<file path="src/rtl/core/dcd_pkg.sv">
package dcd_pkg;

  localparam int COUNT_BITS_DEF = 16;
  localparam int YEAR_BITS      = 14;
  localparam int OFFSET_BITS    = 9;
  localparam int MONTH_BITS     = 4;
  localparam int DAY_BITS       = 5;
  localparam int CFG_IDX_BITS   = 1;
  localparam int CFG_DATA_BITS  = 14;
  localparam int Y400_BITS      = 9;

  localparam logic [YEAR_BITS-1:0]   BASE_YEAR_RST    = 14'd2014;
  localparam logic [OFFSET_BITS-1:0] START_OFFSET_RST = 9'd91;
  localparam logic [YEAR_BITS-1:0]   YEAR_MAX         = 14'd16383;
  localparam logic [Y400_BITS-1:0]   LEAP_CYCLE       = 9'd400;
  localparam logic [Y400_BITS-1:0]   LEAP_CYCLE_LAST  = 9'd399;
  localparam logic [Y400_BITS-1:0]   LEAP_YEAR_DAYS   = 9'd366;
  localparam logic [Y400_BITS-1:0]   PLAIN_YEAR_DAYS  = 9'd365;
  localparam logic [MONTH_BITS-1:0]  MONTH_JAN        = 4'd1;
  localparam logic [MONTH_BITS-1:0]  MONTH_FEB        = 4'd2;
  localparam logic [MONTH_BITS-1:0]  MONTH_DEC        = 4'd12;
  localparam logic [DAY_BITS-1:0]    DAY_FIRST        = 5'd1;

  typedef enum logic [CFG_IDX_BITS-1:0] {
    CFG_BASE_YEAR    = 1'b0,
    CFG_START_OFFSET = 1'b1
  } cfg_reg_e;

  // leap test on the year position inside the 400 year cycle
  function automatic logic is_leap(input logic [Y400_BITS-1:0] y400);
    logic div4;
    logic century;
    div4    = (y400[1:0] == 2'd0);
    century = (y400 == 9'd100) || (y400 == 9'd200) || (y400 == 9'd300);
    return div4 && !century;
  endfunction

  function automatic logic [DAY_BITS-1:0] month_len(input logic [MONTH_BITS-1:0] m,
                                                    input logic leap);
    logic [DAY_BITS-1:0] len;
    case (m)
      4'd2:                       len = leap ? 5'd29 : 5'd28;
      4'd4, 4'd6, 4'd9, 4'd11:    len = 5'd30;
      default:                    len = 5'd31;
    endcase
    return len;
  endfunction

endpackage

</file>
<file path="src/rtl/core/dcd_sub.sv">
module dcd_sub #(
  parameter int WIDTH = 17
) (
  input  logic [WIDTH-1:0] a_i,
  input  logic [WIDTH-1:0] b_i,
  output logic [WIDTH-1:0] diff_o,
  output logic             ge_o,
  output logic             gt_o
);

  logic [WIDTH:0] full;

  assign full   = {1'b0, a_i} - {1'b0, b_i};
  assign diff_o = full[WIDTH-1:0];
  assign ge_o   = !full[WIDTH];
  assign gt_o   = !full[WIDTH] && (full[WIDTH-1:0] != '0);

endmodule

</file>
<file path="src/rtl/core/day_count_to_calendar_date.sv">
// day count to gregorian date converter
// start_i with day_count_i hands in one item when busy_o is low; busy_o then
// stays high until the result comes out. the result is held on year_out_o,
// month_out_o and day_out_o, marked by done_o high for exactly one cycle; the
// receiver must take it then. busy_o falls in the cycle done_o is high, so a
// new item may be started while the result is shown.
// cfg_valid_i/cfg_ready_o write base_year (index 0) or start_offset (index 1);
// cfg_ready_o is always high and writes belong to idle periods.
// operation: one shared subtractor does all the subtractions, one step a cycle:
//   first base_year is placed in the 400 year cycle by repeated subtraction,
//   then whole years are taken off, then whole months, then done_o is
//   raised with the result; one item at a time.
// reset: registers return to base_year 2014 and start_offset 91, no item in
// flight and no result pending.
module day_count_to_calendar_date #(
  parameter int COUNT_BITS = dcd_pkg::COUNT_BITS_DEF
) (
  input  logic                              clk_i,
  input  logic                              rst_ni,
  input  logic                              start_i,
  output logic                              busy_o,
  input  logic [COUNT_BITS-1:0]             day_count_i,
  input  logic                              cfg_valid_i,
  output logic                              cfg_ready_o,
  input  logic [dcd_pkg::CFG_IDX_BITS-1:0]  cfg_index_i,
  input  logic [dcd_pkg::CFG_DATA_BITS-1:0] cfg_data_i,
  output logic                              done_o,
  output logic [dcd_pkg::YEAR_BITS-1:0]     year_out_o,
  output logic [dcd_pkg::MONTH_BITS-1:0]    month_out_o,
  output logic [dcd_pkg::DAY_BITS-1:0]      day_out_o
);

  localparam int REST_BITS = ((COUNT_BITS > dcd_pkg::OFFSET_BITS) ? COUNT_BITS
                              : dcd_pkg::OFFSET_BITS) + 1;
  localparam int UNIT_BITS = (REST_BITS > dcd_pkg::YEAR_BITS) ? REST_BITS
                             : dcd_pkg::YEAR_BITS;

  typedef enum logic [1:0] {
    S_IDLE,
    S_MOD,
    S_YEAR,
    S_MONTH
  } state_e;

  state_e                          state_q;
  logic [dcd_pkg::YEAR_BITS-1:0]   base_year_q;
  logic [dcd_pkg::OFFSET_BITS-1:0] start_offset_q;
  logic [UNIT_BITS-1:0]            rest_q;
  logic [dcd_pkg::YEAR_BITS-1:0]   year_q;
  logic [dcd_pkg::YEAR_BITS-1:0]   y400_q;
  logic [dcd_pkg::MONTH_BITS-1:0]  month_q;
  logic                            zero_q;
  logic                            done_q;
  logic [dcd_pkg::YEAR_BITS-1:0]   year_out_q;
  logic [dcd_pkg::MONTH_BITS-1:0]  month_out_q;
  logic [dcd_pkg::DAY_BITS-1:0]    day_out_q;

  logic [UNIT_BITS-1:0] op_a;
  logic [UNIT_BITS-1:0] op_b;
  logic [UNIT_BITS-1:0] diff;
  logic                 ge;
  logic                 gt;
  logic                 leap;
  logic [UNIT_BITS-1:0] first_rest;

  assign leap       = dcd_pkg::is_leap(y400_q[dcd_pkg::Y400_BITS-1:0]);
  assign first_rest = UNIT_BITS'(day_count_i) + UNIT_BITS'(start_offset_q);

  always_comb begin
    case (state_q)
      S_MOD: begin
        op_a = UNIT_BITS'(y400_q);
        op_b = UNIT_BITS'(dcd_pkg::LEAP_CYCLE);
      end
      S_YEAR: begin
        op_a = rest_q;
        op_b = leap ? UNIT_BITS'(dcd_pkg::LEAP_YEAR_DAYS)
                    : UNIT_BITS'(dcd_pkg::PLAIN_YEAR_DAYS);
      end
      default: begin
        op_a = rest_q;
        op_b = UNIT_BITS'(dcd_pkg::month_len(month_q, leap));
      end
    endcase
  end

  dcd_sub #(
    .WIDTH(UNIT_BITS)
  ) u_sub (
    .a_i   (op_a),
    .b_i   (op_b),
    .diff_o(diff),
    .ge_o  (ge),
    .gt_o  (gt)
  );

  always_ff @(posedge clk_i or negedge rst_ni) begin
    if (!rst_ni) begin
      base_year_q    <= dcd_pkg::BASE_YEAR_RST;
      start_offset_q <= dcd_pkg::START_OFFSET_RST;
    end else if (cfg_valid_i) begin
      case (cfg_index_i)
        dcd_pkg::CFG_BASE_YEAR:    base_year_q    <= cfg_data_i[dcd_pkg::YEAR_BITS-1:0];
        dcd_pkg::CFG_START_OFFSET: start_offset_q <= cfg_data_i[dcd_pkg::OFFSET_BITS-1:0];
        default: ;
      endcase
    end
  end

  always_ff @(posedge clk_i or negedge rst_ni) begin
    if (!rst_ni) begin
      state_q <= S_IDLE;
      done_q  <= 1'b0;
    end else begin
      done_q <= 1'b0;
      case (state_q)
        S_IDLE: begin
          if (start_i) begin
            rest_q  <= first_rest;
            zero_q  <= (first_rest == '0);
            year_q  <= base_year_q;
            y400_q  <= base_year_q;
            month_q <= dcd_pkg::MONTH_JAN;
            state_q <= S_MOD;
          end
        end
        S_MOD: begin
          // reduce the base year modulo 400 by repeated subtraction
          if (ge) begin
            y400_q <= diff[dcd_pkg::YEAR_BITS-1:0];
          end else begin
            state_q <= S_YEAR;
          end
        end
        S_YEAR: begin
          if (gt) begin
            rest_q <= diff;
            if (year_q != dcd_pkg::YEAR_MAX) begin
              year_q <= year_q + 1'b1;
            end
            // the cycle position keeps the leap rule right past saturation
            if (y400_q == dcd_pkg::YEAR_BITS'(dcd_pkg::LEAP_CYCLE_LAST)) begin
              y400_q <= '0;
            end else begin
              y400_q <= y400_q + 1'b1;
            end
          end else begin
            state_q <= S_MONTH;
          end
        end
        S_MONTH: begin
          if ((month_q != dcd_pkg::MONTH_DEC) && gt) begin
            rest_q  <= diff;
            month_q <= month_q + 1'b1;
          end else begin
            done_q      <= 1'b1;
            year_out_q  <= year_q;
            month_out_q <= month_q;
            day_out_q   <= zero_q ? dcd_pkg::DAY_FIRST : rest_q[dcd_pkg::DAY_BITS-1:0];
            state_q     <= S_IDLE;
          end
        end
        default: state_q <= S_IDLE;
      endcase
    end
  end

  assign busy_o      = (state_q != S_IDLE);
  assign cfg_ready_o = 1'b1;
  assign done_o      = done_q;
  assign year_out_o  = year_out_q;
  assign month_out_o = month_out_q;
  assign day_out_o   = day_out_q;

  a_start_busy: assert property (@(posedge clk_i) disable iff (!rst_ni)
    (start_i && !busy_o) |=> busy_o)
    else $error("accepted item did not raise busy");

  a_done_single: assert property (@(posedge clk_i) disable iff (!rst_ni)
    done_o |-> (!busy_o ##1 !done_o))
    else $error("result strobe longer than one cycle or while busy");

  a_month_range: assert property (@(posedge clk_i) disable iff (!rst_ni)
    done_o |-> ((month_out_o >= dcd_pkg::MONTH_JAN) && (month_out_o <= dcd_pkg::MONTH_DEC)
                && (day_out_o != '0)))
    else $error("month or day out of range");

  a_cycle_pos: assert property (@(posedge clk_i) disable iff (!rst_ni)
    ((state_q == S_YEAR) || (state_q == S_MONTH))
      |-> (y400_q < dcd_pkg::YEAR_BITS'(dcd_pkg::LEAP_CYCLE)))
    else $error("year cycle position not reduced");

endmodule

</file>
<file path="config.mk">
export PLATFORM = sky130hd
export DESIGN_NAME = day_count_to_calendar_date
export DESIGN_NICKNAME = d
export VERILOG_FILES = /design/src/rtl/core/dcd_pkg.sv /design/src/rtl/core/dcd_sub.sv /design/src/rtl/core/day_count_to_calendar_date.sv
export SDC_FILE = /design/constraint.sdc
export NUM_CORES = 1
export LEC_CHECK = 0
export BUFFER_PORTS_ARGS = -buffer_cell sky130_fd_sc_hd__buf_2
export CELL_PAD_IN_SITES_DETAIL_PLACEMENT = 1
export CELL_PAD_IN_SITES_GLOBAL_PLACEMENT = 2
export CORE_AREA = 2 2 141 143
export DETAILED_ROUTE_END_ITERATION = 10
export DIE_AREA = 0 0 143 145
export GPL_ROUTABILITY_DRIVEN = 1
export PLACE_DENSITY_LB_ADDON = 0.1
export SETUP_SLACK_MARGIN = 0.02
export SLEW_MARGIN = 20
export SYNTH_ARGS = -nofsm -noshare
export SYNTH_HDL_FRONTEND = slang
export SYNTH_HIERARCHICAL = 1
export SYNTH_SLANG_ARGS = --single-unit
</file>
<file path="constraint.sdc">
create_clock -name clk_i -period 5.1 [get_ports clk_i]
set_input_delay 0.51 -clock clk_i [delete_from_list [all_inputs] [get_ports clk_i]]
set_output_delay 0.51 -clock clk_i [all_outputs]
set_load 0.02 [all_outputs]
</file>
# After elaboration in Yosys (flattened, before gate mapping)
# Index checks and enable logic that the tools add are counted.
dict set report classes {
  add_sub_neg 5
  multipliers 0
  div_mod_pow 0
  n_lt_le_gt_ge 0
  n_eq_ne 22
  n_shift 0
  n_mux 27
  n_bitwise 2
  reduce_logical 26
}
# operator n
set ops {}
lappend ops {{two-way mux 14 bit} 6}
lappend ops {{two-way mux 17 bit} 4}
lappend ops {{case mux 17 bit (3 select lines)} 1}
lappend ops {{case mux 14 bit (3 select lines)} 1}
lappend ops {{adder 14 x 1 -> 14 bit (second input constant)} 2}
lappend ops {{case mux 14 bit (2 select lines)} 1}
lappend ops {{case mux 9 bit (2 select lines)} 1}
lappend ops {{subtractor 17 x 9 -> 18 bit} 1}
lappend ops {{adder 16 x 9 -> 17 bit} 1}
lappend ops {{zero test 17 bit} 1}
lappend ops {{nonzero test 17 bit} 1}
lappend ops {{AND reduction 5 bit} 3}
lappend ops {{== test 14 x 9 -> 1 bit (second input constant)} 1}
lappend ops {{inequality test 14 bit (second input constant)} 1}
lappend ops {{inequality test 2 bit (second input constant)} 7}
lappend ops {{two-way mux 2 bit} 5}
lappend ops {{== test 9 x 7 -> 1 bit (second input constant)} 1}
lappend ops {{== test 9 x 8 -> 1 bit (second input constant)} 1}
lappend ops {{== test 9 bit (second input constant)} 1}
lappend ops {{== test 4 x 3 -> 1 bit (second input constant)} 2}
lappend ops {{== test 4 bit (second input constant)} 2}
lappend ops {{two-way mux 4 bit} 2}
lappend ops {{case mux 2 bit (4 select lines)} 1}
lappend ops {{case mux 4 bit (2 select lines)} 1}
lappend ops {{19 further kinds} 34}
dict set report word_totals {
  regBits 99
  latch_bits 0
  ramBits 0
  mem_bits_ro 0
  input_bits 35
  out_inout_bits 26
  elab_cells 94
  n_memories 0
}

# Logic depth before layout (Yosys ltp)
dict set report depth {
  ltp_word 14
  mapped_depth 23
  mapped_depth_nobuf 22
}

# Modules after synthesis
# Netlist, hierarchy kept.
# module n_inst cells_per_inst area_each_um2
set by_module_without_submodules {}
lappend by_module_without_submodules {day_count_to_calendar_date 1 522 5606.6}
lappend by_module_without_submodules {dcd_sub 1 147 1019.7}

# Least setup slack after synthesis
# Ideal clock, no wire load.
dict set report synth_path {
  path_type {register -> register}
  startpoint {reg y400_q[5] (netlist bit)}
  endpoint {reg rest_q[0], enable pin}
  arrival_ps 5233
  t_required_ps 4682
  slack_ps -551
  stages_incl_launch_ff 20
  period_less_slack_ps 5651
  path_cell_list {edfxtp_1 clkbuf_1 nor4bb_1 nor2_1 nor3b_1 a31oi_1 o21a_1 a31o_2 inv_1 ha_1 nor2b_1 o31a_1 o21a_1 o311a_1 or2_1 o311ai_2 nor4_1 a31oi_1 a21boi_0 a211oi_1}
}
dict set report synth_via {
  elab_cells_between_ends 20
  cone_classes {1 x add/sub; 5 x eq/ne; 5 x mux; 9 x reduce/logical}
}
# element line_no
set synth_rtl {}
lappend synth_rtl {{start: declaration} day_count_to_calendar_date.sv:50} ;# logic [dcd_pkg::YEAR_BITS-1:0] y400_q;
lappend synth_rtl {{start signal: assignment} day_count_to_calendar_date.sv:122} ;# y400_q <= base_year_q;
lappend synth_rtl {{start signal: assignment} day_count_to_calendar_date.sv:130} ;# y400_q <= diff[dcd_pkg::YEAR_BITS-1:0];
lappend synth_rtl {{start signal: assignment} day_count_to_calendar_date.sv:145} ;# y400_q <= y400_q + 1'b1;
lappend synth_rtl {{== test 9 x 7 -> 1 bit / == test 9 x 8 -> 1 bit (equally long branches)} dcd_pkg.sv:34} ;# century = (y400 == 9'd100) || (y400 == 9'd200) || (y400 == 9'd300);
lappend synth_rtl {{logical OR 1 bit} dcd_pkg.sv:34}
lappend synth_rtl {{logical OR 1 bit *} dcd_pkg.sv:34}
lappend synth_rtl {{zero test 1 bit *} dcd_pkg.sv:35} ;# return div4 && !century;
lappend synth_rtl {{logical AND 1 bit *} dcd_pkg.sv:35}
lappend synth_rtl {{two-way mux 2 bit *} day_count_to_calendar_date.sv:77} ;# op_b = leap ? UNIT_BITS'(dcd_pkg::LEAP_YEAR_DAYS)
lappend synth_rtl {{case mux 9 bit (2 select lines) *} day_count_to_calendar_date.sv:70} ;# case (state_q)
lappend synth_rtl {{via op_b[1]} day_count_to_calendar_date.sv:59} ;# logic [UNIT_BITS-1:0] op_b;
lappend synth_rtl {{subtractor 17 x 9 -> 18 bit *} dcd_sub.sv:13} ;# assign full = {1'b0, a_i} - {1'b0, b_i};
lappend synth_rtl {{via diff[11]} day_count_to_calendar_date.sv:60} ;# logic [UNIT_BITS-1:0] diff;
lappend synth_rtl {{nonzero test 17 bit *} dcd_sub.sv:16} ;# assign gt_o = !full[WIDTH] && (full[WIDTH-1:0] != '0);
lappend synth_rtl {{logical AND 1 bit *} dcd_sub.sv:16}
lappend synth_rtl {{via gt} day_count_to_calendar_date.sv:62} ;# logic gt;
lappend synth_rtl {{logical AND 1 bit} day_count_to_calendar_date.sv:152} ;# if ((month_q != dcd_pkg::MONTH_DEC) && gt) begin
lappend synth_rtl {{inequality test 2 bit (no line)} -}
lappend synth_rtl {{AND reduction 5 bit (no line) *} -}
lappend synth_rtl {{end signal: assignment} day_count_to_calendar_date.sv:119} ;# rest_q <= first_rest;
lappend synth_rtl {{end signal: assignment} day_count_to_calendar_date.sv:137} ;# rest_q <= diff;
lappend synth_rtl {{end signal: assignment} day_count_to_calendar_date.sv:153} ;# rest_q <= diff;
lappend synth_rtl {{end: declaration} day_count_to_calendar_date.sv:48} ;# logic [UNIT_BITS-1:0] rest_q;
# Mark *: on every way through the listed nets, which the timed path passes. The rest lies on a longest branch.
# A chain may end at the register's enable or synchronous reset.

# Worst setup path in the final report
dict set report layout_path {
  startpoint {reg y400_q[7] (netlist bit)}
  endpoint {reg rest_q[14], enable pin}
}
dict set report layout_via {
  elab_chain_len 14
  elab_cells_between_ends 20
  cone_classes {1 x add/sub; 5 x eq/ne; 5 x mux; 9 x reduce/logical}
}
# element line_no
set layout_rtl {}
lappend layout_rtl {{== test 9 x 7 -> 1 bit / == test 9 x 8 -> 1 bit (equally long branches)} dcd_pkg.sv:34}
lappend layout_rtl {{logical OR 1 bit} dcd_pkg.sv:34}
lappend layout_rtl {{logical OR 1 bit *} dcd_pkg.sv:34}
lappend layout_rtl {{zero test 1 bit *} dcd_pkg.sv:35}
lappend layout_rtl {{logical AND 1 bit *} dcd_pkg.sv:35}
lappend layout_rtl {{two-way mux 1 bit} dcd_pkg.sv:42} ;# 4'd2: len = leap ? 5'd29 : 5'd28;
lappend layout_rtl {{case mux 2 bit (2 select lines)} dcd_pkg.sv:41} ;# case (m)
lappend layout_rtl {{case mux 9 bit (2 select lines) *} day_count_to_calendar_date.sv:70}
lappend layout_rtl {{via op_b[0]} day_count_to_calendar_date.sv:59}
lappend layout_rtl {{subtractor 17 x 9 -> 18 bit *} dcd_sub.sv:13}
lappend layout_rtl {{via diff[6]} day_count_to_calendar_date.sv:60}
lappend layout_rtl {{nonzero test 17 bit *} dcd_sub.sv:16}
lappend layout_rtl {{logical AND 1 bit *} dcd_sub.sv:16}
lappend layout_rtl {{via gt} day_count_to_calendar_date.sv:62}
lappend layout_rtl {{logical AND 1 bit} day_count_to_calendar_date.sv:152}
lappend layout_rtl {{inequality test 2 bit (no line)} -}
lappend layout_rtl {{AND reduction 5 bit (no line) *} -}
# Marks and branches as above.

==> results.yml <==
status:
  status: "complete, but fails checks"
  failed_checks: "setup timing"
worst_setup_path:
  worst-path-buf-inv: 7
  cp.depth: 23
  required_ns: 5.22
  rrSetupSlack_ns: -0.02
  endpoint_kind: "flip-flop"
  timing.rr.end: "rest_q[14]"
  slowest_delay_ns: 0.44
  crit_path_max_fanout: 8
  crit_end: "rest_q[14]"
  cp_top_family: "compound AO/OA/AOI/OAI gates"
  cp_cell_sequence: "buf_4 > buf_4 > nor4bb_1 > a31oi_1 > o21a_2 > o32ai_2 > ha_2 > inv_1 > fa_2 > a21o_1 > a221oi_2 > xnor2_1 > nor4_2 > o211ai_1 > or4_4 > nor4_4 > a31oi_4 > buf_6 > a21boi_4 > buf_6 > a211oi_4 > buf_12 > clkbuf_16"
  worst_ep_arrival_time_ns: 5.24
  timing.rr.start: "y400_q[7]"
  reg2reg_depth: 23
  cp_slowest_cell: "or4_4"
  critical_path.startpoint: "y400_q[7]"
  cp-start-kind: "flip-flop"
  path_class: "reg -> reg"
sta:
  min_period_ns: 5.118
  slew_viol_final: 0
  finalSetupTns_ns: -0.1179
  slew_headroom: 0.4928
  holdWs_ns: 0.2124
  finalCritPeriodShare: 1.004
  finalClockSkew_ns: 0.01014
  setup_ws_ns: -0.01793
  worst_slew_pin_slew_ns: 0.7609
  fmax_mhz: 195.4
  setup_viol_count_final: 9
  rsz0062_at_grt: "true"
  hold_viol: 0
yosys:
  yosysMostFrequentCell: "edfxtp_1"
  synth_area_per_cell_um2: 9.905
  synthTopCellsByArea: "edfxtp_1 33%, ha_1 7.4%, mux2_2 6.5%"
  synthMuxAreaShare: 0.07062
  synthAdderAreaFrac: 0.07968
  synth_area_um2: 6626
  synth-simple-area-share: 0.1647
  synthTopCellsByCount: "73 x edfxtp_1, 55 x nor2_1, 52 x nand2_1"
  synth_xor_area_frac: 0.06722
  ys_seq_elements: 99
  ys_seq_area_frac: 0.4316
  synth_top_family_by_area: "simple AND/OR/NAND/NOR gates"
  async_flop_share: 0.2626
  synth-main-ff-cell: "edfxtp_1"
  yosys_warnings: 6
  synth-edff-count: 73
  synthCells: 669
  yosys.area.top_type: "edfxtp_1"
  synth_cell_types: 72
  synth_top_area_share: 0.3308
  synth-compound-area-share: 0.1395
flow_run:
  maxCapViolCount: 0
floorplanning:
  row_count: 51
  io_pins: 61
  start_util: 0.3450
  dieHeight_um: 145
  die_w_um: 143
  dieArea_um2: 20740
  core_um2: 19210
placed_design:
  pre_cts_ws_ns: -0.2893
  place_inst: 1022
  port_buffers: 59
  dp_hpwl_um: 15160
  placed_area_um2: 7602
  gp_congestion: 0.8982
pwr:
  total_power_mw: 6.819
  power_leakage_nw: 3.347
  powerDensity_nw_per_um2: 817.8
  ir_worst_vdd_mv: 0.3196
cts:
  root_buffer: "clkbuf_16"
  cts_sinks: 99
  clk_latency_ns: 0.36
  cts_tree: "done"
  h-tree-depth: 3
  cts-buffers-inserted: 9
  postCtsHoldBufs: 0
  clk_pin_slew_worst_paths_ns: 0.07
  max-clock-path-buffers: 2
drt:
  postRouteAntennaNets: 0
  drt-pass1-iter-count: 4
  wl_um: 20000
  num_vias: 5366
  drt_iter0_markers: 218
  drc: 0
  via_per_inst: 5.067
  wl_per_cell_um: 18.89
global_routing:
  grtUsageTotal: 0.1937
  grt_max_degree: 33
  grt_pass1_vias: 5565
  grt_pass1_wl_um: 30890
  antenna_found_initial: 0
  overflow: 0
layout:
  utilization: 0.4341
  antenna_cells: 0
  fin_cells: 1059
  n_fill_cell: 2170
  nets: 865
  area_delta_synth_final_pct: 25.83
  drive_gt1_frac: 0.2997
  stdcell_area_um2: 8338
hold_path:
  hold_class: "in -> async"
==> worst register-to-register path, stage by stage (launching register included) <==
cell and delay (ns):
edfxtp_1 0.42, buf_4 0.17, buf_4 0.13, nor4bb_1 0.30, a31oi_1 0.14, o21a_2 0.24, o32ai_2 0.14, ha_2 0.23
inv_1 0.05, fa_2 0.37, a21o_1 0.20, a221oi_2 0.30, xnor2_1 0.15, nor4_2 0.29, o211ai_1 0.13, or4_4 0.44
nor4_4 0.19, a31oi_4 0.16, buf_6 0.15, a21boi_4 0.16, buf_6 0.13, a211oi_4 0.04, buf_12 0.17, clkbuf_16 0.16
==> placed cells by master, fill, tap and decap left out, types with 6 or more instances in the layout <==
cell and count:
inv_1 47, a22oi_1 14, nand4_1 12, dfstp_2 14
nand2b_1 7, o21ai_0 30, ha_1 38, xor2_1 19
clkbuf_16 11, buf_12 6, buf_2 59, nor3_1 10
a21oi_1 42, nand3_1 21, edfxtp_1 73, and3_1 7
nor2b_1 15, o21a_1 7, conb_1 9, a21o_1 8
mux2_2 38, dfrtp_1 12, nand2_1 52, nor2_1 54
xnor2_1 30, buf_4 56, buf_6 7
==> timing repair <==
item                                    CTS  global route
cloned                                    1             3
pin swaps                                11            14
buffers inserted                          9             9
gates resized for setup                  18            22
endpoints found under the setup margin   72            74
==> registers in the layout, indices dropped and copies added, names as in the netlist <==
| name | flops |
|---|---|
| base_year_q | 14 |
| done_o | 1 |
| month_out_o | 4 |
| day_out_o | 5 |
| rest_q | 17 |
| year_out_o | 14 |
| state_q | 2 |
| month_q | 4 |
| year_q | 14 |
| zero_q | 1 |
| start_offset_q | 9 |
| y400_q | 14 |
==> worst min-delay path by stage <==
stage	start	slack, ns	cells after the start	end
6_report	rst_ni	0.21	1	base_year_q[13]
2_1_floorplan	rst_ni	0.21	0	base_year_q[0]
4_1_cts	rst_ni	0.21	1	base_year_q[13]
5_1_grt	rst_ni	0.24	1	base_year_q[13]
3_5_place_dp	year_q[7]	0.50	0	year_out_o[7]
3_3_place_gp	year_q[5]	0.48	0	year_out_o[5]
==> power breakdown <==
group	total (mW)	internal, mW	switching (mW)	leakage (nW)
registers	1.52	1.33	0.194	0.963
clock network	0.727	0.391	0.336	0.149
logic	4.57	2.04	2.53	2.23
==> final cells by class <==
class / count / area (µm²) / share of cell area
Multi-Input combinational cell: 500 / 3665 / 0.4395
Sequential cell: 99 / 2860 / 0.3430
Timing Repair Buffer: 131 / 992.2 / 0.1190
Tap cell: 265 / 331.6 / 0.03977
Clock buffer: 9 / 225.2 / 0.02701
Inverter: 48 / 180.2 / 0.02161
Clock inverter: 7 / 83.83 / 0.01005
==> logic make-up (layout without fill, tap and decap cells) <==
group	count (synthesis)	after routing
flip-flops	99	99
buffers and inverters	77	195
XOR/XNOR	50	50
multiplexers	42	42
other	2	9
AND/OR/NAND/NOR	216	216
AO/OA/AOI/OAI	142	142
adder cells (fa/ha/maj)	41	41
==> routing by layer <==
layer	wire (µm)	vias up	global-route usage
li1	-	2634	-
met1	9437	2614	0.2709
met2	9530	94	0.3100
met3	691	24	0.03432
met4	341	0	0.04851
met5	0	-	0
No activity file was read; power rests on OpenSTA's default activity.
